==> src/hdl/scc_pkg.sv <==
// ----------------------------------------------------------------------------
// scc_pkg
// shared types, codes and command tables for the capture sequencer
// ----------------------------------------------------------------------------
package scc_pkg;

    // job queue between front and back
    localparam int Q_DEPTH = 4;
    localparam int Q_AW    = $clog2(Q_DEPTH);

    localparam logic [16:0] EXTRA_BYTES = 17'd10;

    // configuration reset values
    localparam logic [15:0] INIT_WAIT_RST  = 16'd3000;
    localparam logic [15:0] SETTLE_WAIT_RST = 16'd200;
    localparam logic [15:0] THRESHOLD_RST  = 16'd2048;

    // command and ack bytes
    localparam logic [7:0] B_LEAD_CMD = 8'h56;
    localparam logic [7:0] B_LEAD_ACK = 8'h76;
    localparam logic [7:0] B_ZERO     = 8'h00;
    localparam logic [7:0] B_ONE      = 8'h01;
    localparam logic [7:0] B_STOP_OP  = 8'h36;
    localparam logic [7:0] B_LEN_OP   = 8'h34;
    localparam logic [7:0] B_READ_OP  = 8'h32;
    localparam logic [7:0] B_RES_OP   = 8'h54;
    localparam logic [7:0] B_RES_ARG  = 8'h22;
    localparam logic [7:0] B_STOP_ARG = 8'h03;
    localparam logic [7:0] B_READ_LEN = 8'h0C;
    localparam logic [7:0] B_READ_DLY = 8'h0A;
    localparam logic [7:0] B_LEN_SIZE = 8'h04;

    // ack byte positions
    localparam logic [3:0] ACK_GEN_LAST = 4'd4;
    localparam logic [3:0] ACK_LEN_HI   = 4'd7;
    localparam logic [3:0] ACK_LEN_LO   = 4'd8;

    typedef enum logic [1:0] {
        MODE_START    = 2'd0,
        MODE_BYTE     = 2'd1,
        MODE_DMA_DONE = 2'd2,
        MODE_TICK     = 2'd3
    } t_mode;

    typedef enum logic [1:0] {
        KIND_TX   = 2'd0,
        KIND_DMA  = 2'd1,
        KIND_DONE = 2'd2,
        KIND_ERR  = 2'd3
    } t_kind;

    typedef enum logic [1:0] {
        CFG_INIT_WAIT   = 2'd0,
        CFG_SETTLE_WAIT = 2'd1,
        CFG_THRESHOLD   = 2'd2
    } t_cfg_idx;

    typedef enum logic [2:0] {
        PH_INIT     = 3'd0,
        PH_SETTLE   = 3'd1,
        PH_IDLE     = 3'd2,
        PH_STOP_ACK = 3'd3,
        PH_IMG_ACK  = 3'd4,
        PH_LEN_ACK  = 3'd5,
        PH_DMA      = 3'd6
    } t_phase;

    // result sequences the back end can play
    typedef enum logic [2:0] {
        SEQ_RES  = 3'd0,
        SEQ_STOP = 3'd1,
        SEQ_IMG  = 3'd2,
        SEQ_LEN  = 3'd3,
        SEQ_READ = 3'd4,
        SEQ_DONE = 3'd5,
        SEQ_ERR  = 3'd6
    } t_seq;

    typedef struct packed {
        t_seq        seq;
        logic [15:0] len;
    } t_job;

    // index of the final word of a sequence
    function automatic logic [4:0] seq_last(input t_seq seq);
        logic [4:0] r;
        unique case (seq) inside
            SEQ_READ:          r = 5'd16;
            SEQ_DONE, SEQ_ERR: r = 5'd0;
            default:           r = 5'd4;
        endcase
        return r;
    endfunction

    function automatic logic [7:0] cmd5(input logic [7:0] op, input logic [7:0] arg,
                                        input logic [2:0] idx);
        logic [7:0] r;
        case (idx)
            3'd0:    r = B_LEAD_CMD;
            3'd2:    r = op;
            3'd3:    r = B_ONE;
            3'd4:    r = arg;
            default: r = B_ZERO;
        endcase
        return r;
    endfunction

    // read command, word 0 of the read sequence is the dma start
    function automatic logic [7:0] read_byte(input logic [4:0] idx, input logic [15:0] len);
        logic [7:0] r;
        case (idx)
            5'd1:    r = B_LEAD_CMD;
            5'd3:    r = B_READ_OP;
            5'd4:    r = B_READ_LEN;
            5'd6:    r = B_READ_DLY;
            5'd13:   r = len[15:8];
            5'd14:   r = len[7:0];
            5'd16:   r = B_READ_DLY;
            default: r = B_ZERO;
        endcase
        return r;
    endfunction

    function automatic logic [7:0] seq_byte(input t_seq seq, input logic [4:0] idx,
                                            input logic [15:0] len);
        logic [7:0] r;
        unique case (seq)
            SEQ_RES:  r = cmd5(B_RES_OP, B_RES_ARG, idx[2:0]);
            SEQ_STOP: r = cmd5(B_STOP_OP, B_STOP_ARG, idx[2:0]);
            SEQ_IMG:  r = cmd5(B_STOP_OP, B_ZERO, idx[2:0]);
            SEQ_LEN:  r = cmd5(B_LEN_OP, B_ZERO, idx[2:0]);
            SEQ_READ: r = read_byte(idx, len);
            default:  r = B_ZERO;
        endcase
        return r;
    endfunction

    function automatic logic [7:0] ack_gen_byte(input logic [3:0] pos);
        logic [7:0] r;
        case (pos)
            4'd0:    r = B_LEAD_ACK;
            4'd2:    r = B_STOP_OP;
            default: r = B_ZERO;
        endcase
        return r;
    endfunction

    function automatic logic [7:0] ack_len_byte(input logic [3:0] pos);
        logic [7:0] r;
        case (pos)
            4'd0:    r = B_LEAD_ACK;
            4'd2:    r = B_LEN_OP;
            4'd4:    r = B_LEN_SIZE;
            default: r = B_ZERO;
        endcase
        return r;
    endfunction

endpackage

==> src/hdl/serial_camera_capture_sequencer.sv <==
// ----------------------------------------------------------------------------
// serial_camera_capture_sequencer
// capture sequencer for a serial camera: init wait, resolution command,
// stop / get-image / get-length handshakes, read command and dma reporting
// ----------------------------------------------------------------------------
//
//  channel  | handshake                     | word contents
//  ---------+-------------------------------+-------------------------------------
//  in       | i_in_valid / o_in_ready       | i_mode, i_rx_byte
//  out      | o_out_valid / i_out_ready     | o_kind, o_tx_byte, o_byte_count, o_last
//  cfg      | i_cfg_we (no handshake)       | i_cfg_idx, i_cfg_data
//
// - the front takes an event word whenever the job queue has room
// - each event that produces results becomes one queued job; the back plays it
//   out at one result word per cycle while the output is not stalled, so an
//   event yields 0 to 17 result words from the output register
// - the back's single output register sets the sustained rate
// - an output stall fills the four-entry job queue, then drops o_in_ready
// - reset is synchronous, active low; config registers return to defaults
//
module serial_camera_capture_sequencer (
    input  logic        i_clk,
    input  logic        i_rst_n,
    // configuration writes
    input  logic        i_cfg_we,
    input  logic [1:0]  i_cfg_idx,
    input  logic [15:0] i_cfg_data,
    // event words
    input  logic        i_in_valid,
    output logic        o_in_ready,
    input  logic [1:0]  i_mode,
    input  logic [7:0]  i_rx_byte,
    // result words
    output logic        o_out_valid,
    input  logic        i_out_ready,
    output logic [1:0]  o_kind,
    output logic [7:0]  o_tx_byte,
    output logic [16:0] o_byte_count,
    output logic        o_last
);
    import scc_pkg::*;

    logic q_full, q_valid, q_pop, push, take;
    t_job push_job, head_job;

    // an event word is taken whenever the queue can hold what it may produce
    assign o_in_ready = !q_full;
    assign take       = i_in_valid && !q_full;

    // protocol phases, ack checking and config registers
    scc_front u_front (
        .i_clk      (i_clk),
        .i_rst_n    (i_rst_n),
        .i_cfg_we   (i_cfg_we),
        .i_cfg_idx  (i_cfg_idx),
        .i_cfg_data (i_cfg_data),
        .i_take     (take),
        .i_mode     (i_mode),
        .i_rx_byte  (i_rx_byte),
        .o_push     (push),
        .o_job      (push_job)
    );

    // decouples event intake from result playback
    scc_queue u_queue (
        .i_clk   (i_clk),
        .i_rst_n (i_rst_n),
        .i_push  (push),
        .i_job   (push_job),
        .i_pop   (q_pop),
        .o_full  (q_full),
        .o_valid (q_valid),
        .o_job   (head_job)
    );

    // sequence playback into the output register
    scc_back u_back (
        .i_clk        (i_clk),
        .i_rst_n      (i_rst_n),
        .i_q_valid    (q_valid),
        .i_q_job      (head_job),
        .o_q_pop      (q_pop),
        .o_out_valid  (o_out_valid),
        .i_out_ready  (i_out_ready),
        .o_kind       (o_kind),
        .o_tx_byte    (o_tx_byte),
        .o_byte_count (o_byte_count),
        .o_last       (o_last)
    );

endmodule

==> src/hdl/scc_front.sv <==
// ----------------------------------------------------------------------------
// scc_front
// takes events, runs the protocol phases and queues result sequences
// ----------------------------------------------------------------------------
module scc_front (
    input  logic            i_clk,
    input  logic            i_rst_n,
    input  logic            i_cfg_we,
    input  logic [1:0]      i_cfg_idx,
    input  logic [15:0]     i_cfg_data,
    input  logic            i_take,
    input  logic [1:0]      i_mode,
    input  logic [7:0]      i_rx_byte,
    output logic            o_push,
    output scc_pkg::t_job   o_job
);
    import scc_pkg::*;

    logic [15:0] r_init_wait, r_settle_wait, r_threshold;
    t_phase      r_phase, n_phase;
    logic [3:0]  r_ack_pos, n_ack_pos;
    logic        r_ack_bad, n_ack_bad;
    logic [7:0]  r_len_hi, n_len_hi;
    logic [7:0]  r_len_lo, n_len_lo;
    logic [15:0] r_tick, n_tick;

    logic [16:0] tick_inc;
    logic        bad_now;
    logic [15:0] len_new;

    always_ff @(posedge i_clk) begin
        if (!i_rst_n) begin
            r_init_wait   <= INIT_WAIT_RST;
            r_settle_wait <= SETTLE_WAIT_RST;
            r_threshold   <= THRESHOLD_RST;
        end else if (i_cfg_we) begin
            unique case (i_cfg_idx)
                CFG_INIT_WAIT:   r_init_wait   <= i_cfg_data;
                CFG_SETTLE_WAIT: r_settle_wait <= i_cfg_data;
                CFG_THRESHOLD:   r_threshold   <= i_cfg_data;
                default:         ;
            endcase
        end
    end

    always_ff @(posedge i_clk) begin
        if (!i_rst_n) begin
            r_phase   <= PH_INIT;
            r_ack_pos <= '0;
            r_ack_bad <= 1'b0;
            r_len_hi  <= '0;
            r_len_lo  <= '0;
            r_tick    <= '0;
        end else begin
            r_phase   <= n_phase;
            r_ack_pos <= n_ack_pos;
            r_ack_bad <= n_ack_bad;
            r_len_hi  <= n_len_hi;
            r_len_lo  <= n_len_lo;
            r_tick    <= n_tick;
        end
    end

    assign tick_inc = {1'b0, r_tick} + 17'd1;
    assign len_new  = {r_len_hi, i_rx_byte};

    always_comb begin
        n_phase   = r_phase;
        n_ack_pos = r_ack_pos;
        n_ack_bad = r_ack_bad;
        n_len_hi  = r_len_hi;
        n_len_lo  = r_len_lo;
        n_tick    = r_tick;
        o_push    = 1'b0;
        o_job.seq = SEQ_ERR;
        o_job.len = {r_len_hi, r_len_lo};
        bad_now   = 1'b0;

        if (i_take) begin
            unique case (i_mode)
                MODE_START: begin
                    if (r_phase == PH_IDLE) begin
                        n_ack_pos = '0;
                        n_ack_bad = 1'b0;
                        n_phase   = PH_STOP_ACK;
                        o_push    = 1'b1;
                        o_job.seq = SEQ_STOP;
                    end
                end
                MODE_BYTE: begin
                    if (r_phase == PH_STOP_ACK || r_phase == PH_IMG_ACK) begin
                        bad_now = r_ack_bad || (i_rx_byte != ack_gen_byte(r_ack_pos));
                        if (r_ack_pos != ACK_GEN_LAST) begin
                            n_ack_pos = r_ack_pos + 4'd1;
                            n_ack_bad = bad_now;
                        end else begin
                            n_ack_pos = '0;
                            n_ack_bad = 1'b0;
                            o_push    = 1'b1;
                            if (bad_now) begin
                                n_phase   = PH_IDLE;
                                o_job.seq = SEQ_ERR;
                            end else if (r_phase == PH_STOP_ACK) begin
                                n_phase   = PH_IMG_ACK;
                                o_job.seq = SEQ_IMG;
                            end else begin
                                n_phase   = PH_LEN_ACK;
                                o_job.seq = SEQ_LEN;
                            end
                        end
                    end else if (r_phase == PH_LEN_ACK) begin
                        if (r_ack_pos < ACK_LEN_HI) begin
                            n_ack_bad = r_ack_bad || (i_rx_byte != ack_len_byte(r_ack_pos));
                            n_ack_pos = r_ack_pos + 4'd1;
                        end else if (r_ack_pos == ACK_LEN_HI) begin
                            n_len_hi  = i_rx_byte;
                            n_ack_pos = r_ack_pos + 4'd1;
                        end else begin
                            // final byte: length low, ack complete
                            n_len_lo  = i_rx_byte;
                            n_ack_pos = '0;
                            n_ack_bad = 1'b0;
                            o_push    = 1'b1;
                            o_job.len = len_new;
                            if (r_ack_bad) begin
                                n_phase   = PH_IDLE;
                                o_job.seq = SEQ_ERR;
                            end else if (len_new < r_threshold) begin
                                o_job.seq = SEQ_LEN;
                            end else begin
                                n_phase   = PH_DMA;
                                o_job.seq = SEQ_READ;
                            end
                        end
                    end
                end
                MODE_DMA_DONE: begin
                    if (r_phase == PH_DMA) begin
                        n_phase   = PH_IDLE;
                        o_push    = 1'b1;
                        o_job.seq = SEQ_DONE;
                    end
                end
                MODE_TICK: begin
                    if (r_phase == PH_INIT) begin
                        if (tick_inc >= {1'b0, r_init_wait}) begin
                            n_tick    = '0;
                            n_phase   = PH_SETTLE;
                            o_push    = 1'b1;
                            o_job.seq = SEQ_RES;
                        end else begin
                            n_tick = tick_inc[15:0];
                        end
                    end else if (r_phase == PH_SETTLE) begin
                        if (tick_inc >= {1'b0, r_settle_wait}) begin
                            n_tick  = '0;
                            n_phase = PH_IDLE;
                        end else begin
                            n_tick = tick_inc[15:0];
                        end
                    end
                end
                default: ;
            endcase
        end
    end

endmodule

==> src/hdl/scc_queue.sv <==
// ----------------------------------------------------------------------------
// scc_queue
// small job fifo between front and back
// ----------------------------------------------------------------------------
module scc_queue (
    input  logic            i_clk,
    input  logic            i_rst_n,
    input  logic            i_push,
    input  scc_pkg::t_job   i_job,
    input  logic            i_pop,
    output logic            o_full,
    output logic            o_valid,
    output scc_pkg::t_job   o_job
);
    import scc_pkg::*;

    t_job            r_mem [Q_DEPTH];
    logic [Q_AW-1:0] r_wr_ptr, r_rd_ptr;
    logic [Q_AW:0]   r_count;

    assign o_full  = (r_count == (Q_AW+1)'(Q_DEPTH));
    assign o_valid = (r_count != '0);
    assign o_job   = r_mem[r_rd_ptr];

    always_ff @(posedge i_clk) begin
        if (i_push) begin
            r_mem[r_wr_ptr] <= i_job;
        end
    end

    always_ff @(posedge i_clk) begin
        if (!i_rst_n) begin
            r_wr_ptr <= '0;
            r_rd_ptr <= '0;
            r_count  <= '0;
        end else begin
            if (i_push) begin
                r_wr_ptr <= r_wr_ptr + 1'b1;
            end
            if (i_pop) begin
                r_rd_ptr <= r_rd_ptr + 1'b1;
            end
            if (i_push && !i_pop) begin
                r_count <= r_count + 1'b1;
            end else if (i_pop && !i_push) begin
                r_count <= r_count - 1'b1;
            end
        end
    end

endmodule

==> src/hdl/scc_back.sv <==
// ----------------------------------------------------------------------------
// scc_back
// plays queued sequences out one result word per cycle while the output is not stalled
// ----------------------------------------------------------------------------
module scc_back (
    input  logic            i_clk,
    input  logic            i_rst_n,
    input  logic            i_q_valid,
    input  scc_pkg::t_job   i_q_job,
    output logic            o_q_pop,
    output logic            o_out_valid,
    input  logic            i_out_ready,
    output logic [1:0]      o_kind,
    output logic [7:0]      o_tx_byte,
    output logic [16:0]     o_byte_count,
    output logic            o_last
);
    import scc_pkg::*;

    logic [4:0]  r_idx;
    logic        r_valid;
    t_kind       r_kind, w_kind;
    logic [7:0]  r_tx;
    logic [16:0] r_count;
    logic        r_last;
    logic        load, is_last;

    assign load    = (!r_valid || i_out_ready) && i_q_valid;
    assign is_last = (r_idx == seq_last(i_q_job.seq));
    assign o_q_pop = load && is_last;

    always_comb begin
        unique case (i_q_job.seq)
            SEQ_DONE: w_kind = KIND_DONE;
            SEQ_ERR:  w_kind = KIND_ERR;
            SEQ_READ: w_kind = (r_idx == '0) ? KIND_DMA : KIND_TX;
            default:  w_kind = KIND_TX;
        endcase
    end

    always_ff @(posedge i_clk) begin
        if (!i_rst_n) begin
            r_valid <= 1'b0;
            r_idx   <= '0;
        end else begin
            if (load) begin
                r_valid <= 1'b1;
                r_idx   <= is_last ? '0 : r_idx + 5'd1;
            end else if (i_out_ready) begin
                r_valid <= 1'b0;
            end
        end
    end

    always_ff @(posedge i_clk) begin
        if (load) begin
            r_kind  <= w_kind;
            r_tx    <= (w_kind == KIND_TX) ? seq_byte(i_q_job.seq, r_idx, i_q_job.len) : '0;
            r_count <= (w_kind == KIND_DMA || w_kind == KIND_DONE)
                       ? {1'b0, i_q_job.len} + EXTRA_BYTES : '0;
            r_last  <= is_last;
        end
    end

    assign o_out_valid  = r_valid;
    assign o_kind       = r_kind;
    assign o_tx_byte    = r_tx;
    assign o_byte_count = r_count;
    assign o_last       = r_last;

endmodule

==> config.mk <==
export PLATFORM = sky130hd
export DESIGN_NAME = serial_camera_capture_sequencer
export DESIGN_NICKNAME = d
export VERILOG_FILES = /design/src/hdl/scc_pkg.sv /design/src/hdl/serial_camera_capture_sequencer.sv /design/src/hdl/scc_front.sv /design/src/hdl/scc_queue.sv /design/src/hdl/scc_back.sv
export SDC_FILE = /design/constraint.sdc
export NUM_CORES = 1
export LEC_CHECK = 0
export ABC_CLOCK_PERIOD_IN_PS = 3950
export CAP_MARGIN = 20
export CORE_MARGIN = 8
export CORE_UTILIZATION = 30
export CTS_BUF_LIST = sky130_fd_sc_hd__clkbuf_8
export DETAILED_ROUTE_END_ITERATION = 8
export DONT_BUFFER_PORTS = 1
export PLACE_DENSITY = 0.46
export SLEW_MARGIN = 10
export SYNTH_ARGS = -nofsm -noshare
export SYNTH_HDL_FRONTEND = slang
export SYNTH_HIERARCHICAL = 1
export SYNTH_SLANG_ARGS = --single-unit
==> constraint.sdc <==
create_clock -name i_clk -period 3.95 [get_ports i_clk]
set_input_delay 0.5925 -clock i_clk [delete_from_list [all_inputs] [get_ports i_clk]]
set_output_delay 0.5925 -clock i_clk [all_outputs]
set_load 0.03 [all_outputs]
==> results by group, run 1 <==
Global route
  – Initial antenna violation count: 0
  – Largest net degree at the start of global routing: 42
  – Total gr overflow: 0
  – Total GRT Usage: 0.127
  – First-pass GRT wire length: 42,300 microns
  – Number of global-route vias before repair: 7,656

Place
  – GP Congestion: 0.796
  – Port Buffers: 0
  – Dpl cells: 1,489
  – DP HPWL: 19,100 microns
  – Placement Setup Slack: 0.0105 ns

Critical path
  – CP Data Arrival Time: 4.25 ns
  – CP Data Required Time: 4.45 ns
  – Startpoint types: register
  – Critical path type: reg -> reg
  – Endpoint class of the critical path: register
  – Crit path max fanout: 4

STA
  – Period Utilization, post-route: 0.950
  – Setup Viol. Count Final: 0
  – Final setup margin: 0.199 ns
  – Final setup TNS: 0 ns
  – Layout Skew: 0.0403 ns
  – Slew @ Worst Pin: 0.831 ns
  – Worst hold slack: 0.155 ns
  – Max Clock Freq: 267 MHz
  – Max_slew headroom: 0.440
  – Max-slew violations: 0
  – Final number of hold-violating endpoints: 0
  – Crit path time final: 3.75 ns

Drt
  – DRC violations left: 0
  – Via density: 4.91
  – Detailed-router iteration count before antenna repair: 5
  – Vias: 7,674
  – Routed Antenna Nets: 0
  – Avg WL per Cell: 17.2 microns
  – Initial DRC Count: 382
  – Total wire length: 26,800 microns

Pwr
  – Maximum VDD drop: 0.378 mV
  – PD cells: 528 nW/um^2
  – P_leak: 4.45 nW

Floorplanning
  – Die height: 205 microns
  – IO Count: 63
  – Die area: 42,100 sq um
  – # rows: 69
  – Core Area: 35,400 sq um
  – DIE WIDTH: 205 microns
  – Starting density of the core: 0.303

Synthesis
  – Post-synth top area share: 0.291
  – Area contributors post-synth: edfxtp_1, dfxtp_1, ha_1, nand2_1, a21oi_1
  – Synth async-reset ratio: 0
  – Syn_nets: 1,142
  – Distinct cells, synth: 87
  – Syn. warnings: 6
  – EDFF count, synth: 104
  – Top-count cell post-synth: nand2_1
  – #FFs+latches synth: 207
  – Area leader, netlist: edfxtp_1
  – Syn Area/Cell: 10.3 sq um
  – Top_reg_cell synth: edfxtp_1
  – Synth top cells by count: nand2_1, edfxtp_1, dfxtp_1, a21oi_1, inv_1
  – Seq/Total Area, Yosys: 0.483
  – Cells after synthesis: 1,045
  – Synth Cell Area: 10,700 sq um

Finish
  – Layout net count: 1,171
  – Area occupied by multi-input gates: 5110 sq um
  – Post-Layout Cell Count: 1,564
  – Area Overhead vs Synth: 13.4%
  – Antenna diode count: 0
  – Final design utilization: 0.344
  – Share of layout cells above drive strength 1: 0.139
  – Sequential standard cell area: 5190 sq um
  – Fillers: 3,639

Run status
  – Status: completed

Clock tree
  – Latest clock arrival within the worst-skew pair: 0.56 ns
  – Cts bufs inserted: 39
  – CTS tree: built
  – CTS H-tree lvls: 2
  – CTS Sinks: 207
  – CTS clk-pin slew, worst paths: 0.07 ns
  – CTS Root Buffer Type: clkbuf_8
  – Maximum clock path buffer count: 3

Hold path
  – Hold WC Path Type: in -> reg

Job
  – Max-cap violations: 0
per-stage QoR:
stage	power, mW	instance area (sq um)
2_1_floorplan	4.09	10700
3_3_place_gp	4.44	11300
3_5_place_dp	4.46	11300
4_1_cts	6.56	12100
5_1_grt	6.81	12200
6_report	6.42	12200
area by class of cell:
type	count	share of cell area
inverters	74	0.0228
clock buffers	44	0.0497
flip-flops and latches	207	0.426
multi-input cells	720	0.420
clock inverters	26	0.0140
well taps	461	0.0474
repair buffers	32	0.0197
report_power, final:
part | leakage (nW) | switching [mW] | internal [mW]
Combinational | 2.17 | 0.848 | 0.474
Sequential | 1.84 | 0.434 | 2.62
Clock | 0.440 | 0.946 | 1.10
worst paths after layout:
kind,startpoint,to,slack (ns),cells after the start
min reg2reg,u_front/r_threshold[14],u_front/r_threshold[14],0.45,2
min,i_rst_n,u_front/r_init_wait[11],0.15,1
max,u_front/r_tick[1],u_queue/r_count[2],0.20,18
max reg2reg,u_front/r_tick[1],u_queue/r_count[2],0.20,18
flip-flops by register name (all words and copies together), names as in the netlist, named ones only:
register	flops
u_queue/r_mem	76
u_back/o_byte_count	17
u_front/r_init_wait	16
u_front/r_settle_wait	16
u_front/r_threshold	16
u_front/r_tick	16
u_back/o_tx_byte	8
u_front/r_len_hi	8
u_front/r_len_lo	8
u_back/r_idx	5
u_front/r_ack_pos	4
u_front/r_phase	3
u_queue/r_count	3
u_back/o_kind	2
u_queue/r_rd_ptr	2
u_queue/r_wr_ptr	2
u_back/o_last	1
u_back/o_out_valid	1
u_front/r_ack_bad	1
cells in the final DEF (no fill, tap or decap), drive strengths merged, types with 26 or more instances in the layout:
cell type | netlist | routed
a21oi | 84 | 84
nand3 | 44 | 44
clkbuf | 25 | 44
dfxtp | 103 | 103
inv | 74 | 87
nor2 | 54 | 54
ha | 63 | 63
nand2 | 146 | 146
edfxtp | 104 | 104
buf | 19 | 32
and2 | 26 | 26
o21ai | 36 | 36
cells by family after synthesis:
group	after synthesis	share of synthesized area
multiplexers	40	0.0637
AND/OR/NAND/NOR	376	0.180
buffers and inverters	118	0.0469
XOR/XNOR	31	0.0253
AO/OA/AOI/OAI	209	0.126
flip-flops	207	0.483
adder cells (fa/ha/maj)	64	0.0753
worst max-delay path, cell delays in order, from the launching register on:
cell,delay [ns]
dfxtp_4,0.36
ha_4,0.12
and3_4,0.18
and2_4,0.15
and3_4,0.21
nand2_1,0.07
xnor2_1,0.16
ha_1,0.31
and4_4,0.23
o211ai_1,0.11
a21oi_2,0.26
o21ai_2,0.12
a31oi_2,0.21
ha_2,0.21
inv_1,0.05
fa_1,0.36
xor2_1,0.15
or3_1,0.31
a21boi_1,0.12
per-layer routing:
| layer | vias up | GRT usage | wire length (microns) |
|---|---|---|---|
| met2 | 140 | 0.219 | 12800 |
| met5 | - | 0 | 0 |
| met4 | 0 | 0.0375 | 555 |
| li1 | 3848 | - | - |
| met1 | 3645 | 0.152 | 11900 |
| met3 | 41 | 0.0364 | 1530 |
what timing repair did:
action,in CTS,in global routing
hold buffers,0,0
setup buffers,0,4
resized for setup,0,13
endpoints found under the hold margin,0,0
endpoints found under the setup margin,0,8
No activity file was read; power rests on OpenSTA's default activity.
==> inputs of run 2 (changes only) <==
- ABC_AREA: unset -> 1
- CTS_CLUSTER_DIAMETER: unset -> 50
- HOLD_SLACK_MARGIN: unset -> 0.12
==> run 2 against run 1 <==
Global-route usage fell by 0.23 points. Fmax increased by 2.8%. First-iteration DRC count is 17% lower. Critical endpoint is now u_queue/r_count[1].
==> results by group, run 2 <==
Place
  – Port Buffers: 0 (unchanged)
  – Dpl cells: 1,701 (was 1,489)
  – Placement Setup Slack: 0.185 ns (was 0.0105 ns)
  – Placed cell area: 11,200 sq um (was 11,300 sq um)
  – GP Congestion: 0.847 (was 0.796)
  – DP HPWL: 19,800 microns (was 19,100 microns)

Synthesis
  – Synth top cells by count: nand2_1, inv_1, nor2_1, o21ai_0, edfxtp_1 (was nand2_1, edfxtp_1, dfxtp_1, a21oi_1, inv_1)
  – Distinct cells, synth: 52 (was 87)
  – Compound-cell area share of the yosys netlist: 0.145 (was 0.126)
  – Synth Area in XOR/XNOR: 0.0146 (was 0.0253)
  – Post-Synth Adder-Cell Area: 0.0752 (was 0.0753)
  – Synth Cell Area: 10,700 sq um (about the same)
  – Top_reg_cell synth: edfxtp_1 (unchanged)
  – Syn. warnings: 6 (unchanged)
  – Largest family of logic cells by synthesized area: simple AND/OR/NAND/NOR gates (unchanged)
  – Seq/Total Area, Yosys: 0.483 (about the same)
  – Syn Area/Cell: 8.53 sq um (was 10.3 sq um)
  – EDFF count, synth: 104 (unchanged)
  – #FFs+latches synth: 207 (unchanged)
  – Area contributors post-synth: edfxtp_1, dfxtp_1, ha_1, nand2_1, inv_1 (was edfxtp_1, dfxtp_1, ha_1, nand2_1, a21oi_1)
  – Post-synth top area share: 0.291 (about the same)
  – Area leader, netlist: edfxtp_1 (unchanged)
  – Top-count cell post-synth: nand2_1 (unchanged)
  – Mux share of post-synthesis cell area: 0 (was 0.0637)
  – Simple-gate area share of the yosys netlist: 0.197 (was 0.180)
  – Synth async-reset ratio: 0 (unchanged)
  – Syn_nets: 1,356 (was 1,142)
  – Cells after synthesis: 1,259 (was 1,045)

Run status
  – Status: completed (unchanged)

Drt
  – Via density: 4.61 (was 4.91)
  – Total wire length: 26,600 microns (was 26,800 microns)
  – Initial DRC Count: 316 (was 382)
  – Routed Antenna Nets: 0 (unchanged)
  – DRC violations left: 0 (unchanged)
  – Avg WL per Cell: 15.0 microns (was 17.2 microns)
  – Detailed-router iteration count before antenna repair: 5 (unchanged)
  – Vias: 8,191 (was 7,674)

Floorplanning
  – Starting density of the core: 0.303 (about the same)
  – Die area: 42,100 sq um (about the same)
  – # rows: 69 (unchanged)
  – IO Count: 63 (unchanged)
  – Die height: 205 microns (about the same)
  – Core Area: 35,400 sq um (unchanged)
  – DIE WIDTH: 205 microns (about the same)

Pwr
  – Maximum VDD drop: 0.402 mV (was 0.378 mV)
  – PD cells: 564 nW/um^2 (was 528 nW/um^2)
  – P_leak: 5.13 nW (was 4.45 nW)

Finish
  – Share of layout cells above drive strength 1: 0.108 (was 0.139)
  – Area occupied by multi-input gates: 4660 sq um (was 5110 sq um)
  – Fin area: 12,000 sq um (was 12,200 sq um)
  – Fillers: 3,737 (was 3,639)
  – Area Overhead vs Synth: 12.1% (was 13.4%)
  – Post-Layout Cell Count: 1,776 (was 1,564)
  – Commonest non-fill, non-tap cell in the layout: inv_1 (was nand2_1)
  – Sequential standard cell area: 5190 sq um (about the same)
  – Layout net count: 1,384 (was 1,171)
  – Number of flip-flops in the largest register: 76 (unchanged)
  – Commonest non-fill, non-tap cells in the layout: inv_1, nand2_1, nor2_1, o21ai_0, edfxtp_1 (was nand2_1, edfxtp_1, dfxtp_1, inv_1, a21oi_1)
  – Antenna diode count: 0 (unchanged)
  – Largest Register: u_queue/r_mem (unchanged)

Global route
  – First-pass GRT wire length: 42,000 microns (was 42,300 microns)
  – Total GRT Usage: 0.125 (was 0.127)
  – Largest net degree at the start of global routing: 64 (was 42)
  – Number of global-route vias before repair: 7,890 (was 7,656)
  – Total gr overflow: 0 (unchanged)
  – Initial antenna violation count: 0 (unchanged)

Clock tree
  – Cts bufs inserted: 40 (was 39)
  – Latest clock arrival within the worst-skew pair: 0.55 ns (was 0.56 ns)
  – CTS tree: built (unchanged)
  – CTS H-tree lvls: 2 (unchanged)
  – CTS clk-pin slew, worst paths: 0.06 ns (was 0.07 ns)
  – Maximum clock path buffer count: 3 (unchanged)
  – CTS Root Buffer Type: clkbuf_8 (unchanged)
  – CTS Sinks: 207 (unchanged)
  – CTS Hold Bufs: 0 (unchanged)

STA
  – Setup Viol. Count Final: 0 (unchanged)
  – Worst hold slack: 0.176 ns (was 0.155 ns)
  – Final setup margin: 0.300 ns (was 0.199 ns)
  – Period Utilization, post-route: 0.924 (was 0.950)
  – Layout Skew: 0.0219 ns (was 0.0403 ns)
  – Max_slew headroom: 0.395 (was 0.440)
  – Final setup TNS: 0 ns (unchanged)
  – Max-slew violations: 0 (unchanged)
  – Crit path time final: 3.65 ns (was 3.75 ns)
  – Max Clock Freq: 274 MHz (was 267 MHz)
  – Final number of hold-violating endpoints: 0 (unchanged)
  – Slew @ Worst Pin: 0.904 ns (was 0.831 ns)

Hold path
  – HP Start: i_cfg_data[9] (was i_rst_n)
  – WHS Endpoint: u_front/r_init_wait[9] (was u_front/r_init_wait[11])
  – Hold WC Path Type: in -> reg (unchanged)
  – Worst Hold Depth: 2 (was 1)

Critical path
  – CP Data Required Time: 4.38 ns (was 4.45 ns)
  – Critical path type: reg -> reg (unchanged)
  – Reg-to-Reg Start: u_front/r_tick[2] (was u_front/r_tick[1])
  – Startpoint types: register (unchanged)
  – Register-to-Register Path Depth: 22 (was 18)
  – Flop2flop setup slack: 0.30 ns (was 0.20 ns)
  – RR Endpoint: u_queue/r_count[1] (was u_queue/r_count[2])
  – CP Data Arrival Time: 4.08 ns (was 4.25 ns)
  – Endpoint class of the critical path: register (unchanged)
  – Crit path max fanout: 4 (unchanged)

Job
  – Max-cap violations: 0 (unchanged)
[run 2: changes by cell type in the layout (fill, tap and decap cells not counted), sizes merged, moves of 16 or more]
cell and change:
inv +114, nor2 +101, o21ai +79, nand2 +62, and2 -24, mux4 -19
o22ai +19, a21oi +18, nor3 +16
[run 2: worst max-delay path, cell delays in order, from the launching register on]
cell and delay (ns):
dfxtp_2 0.35, nand2_1 0.07, nor2_2 0.15, nand3_2 0.10, nor3b_2 0.23, nand2_1 0.13, nor2_2 0.16, nand4_2 0.13
xnor2_2 0.24, ha_1 0.27, nand2_1 0.09, nor2_1 0.04, nand4_1 0.08, nand3_1 0.08, nor2_2 0.14, nand3_4 0.11
nand3_2 0.09, o211ai_1 0.13, ha_2 0.21, inv_1 0.08, fa_2 0.43, o21ai_0 0.18, nor2_1 0.05
[run 2: how the worst max path moves through the flow]
| stage | start | end | depth (start not counted) |
|---|---|---|---|
| 6_report | u_front/r_tick[2] | u_queue/r_count[1] | 22 |
| 2_1_floorplan | u_front/r_tick[0] | u_queue/r_count[2] | 25 |
| 5_1_grt | u_front/r_tick[2] | u_queue/r_count[2] | 24 |
| 3_3_place_gp | u_front/r_tick[0] | u_queue/r_count[2] | 25 |
| 3_5_place_dp | u_front/r_tick[0] | u_queue/r_count[2] | 25 |
| 4_1_cts | u_front/r_tick[0] | u_queue/r_count[2] | 25 |
[run 2: where the power goes]
group / internal (mW) / leakage, nW / switching [mW]
Sequential: 2.64 / 1.91 / 0.431
Clock: 1.10 / 0.419 / 0.911
Combinational: 0.488 / 2.80 / 1.23
Total: 4.23 / 5.13 / 2.57
[run 2: cell families (layout without fill, tap and decap cells)]
logic type	after synthesis	in the layout
flops	207	207
simple gates	471	471
xor+xnor	17	17
buf+inv	223	279
fa+ha+maj	64	64
compound gates	277	277
[run 2: layout make-up]
cell class | count | area share
inverter | 187 | 0.0583
clock buffer | 41 | 0.0468
timing repair buffer | 22 | 0.0137
clock inverter | 29 | 0.0154
tap | 461 | 0.0479
multi-input combinational | 829 | 0.387
sequential | 207 | 0.431
[run 2: what timing repair did]
item,CTS,global route
setup buffers,0,5
endpoints found under the setup margin,0,78
gates resized for setup,0,12
[run 2: metal layers]
metal,track usage,vias up,routed length [microns]
li1,-,4289,-
met1,0.148,3718,11800
met2,0.219,142,13100
met3,0.0257,42,1040
met4,0.0457,0,686
met5,0,-,0
[run 2: through the flow]
stage                     total power, mW   util
after global routing                 7.27  0.340
after detailed placement             4.86  0.317
after floorplan                      4.41      -
after global placement               4.84  0.317
final                                6.80  0.340
after CTS                            6.92  0.338
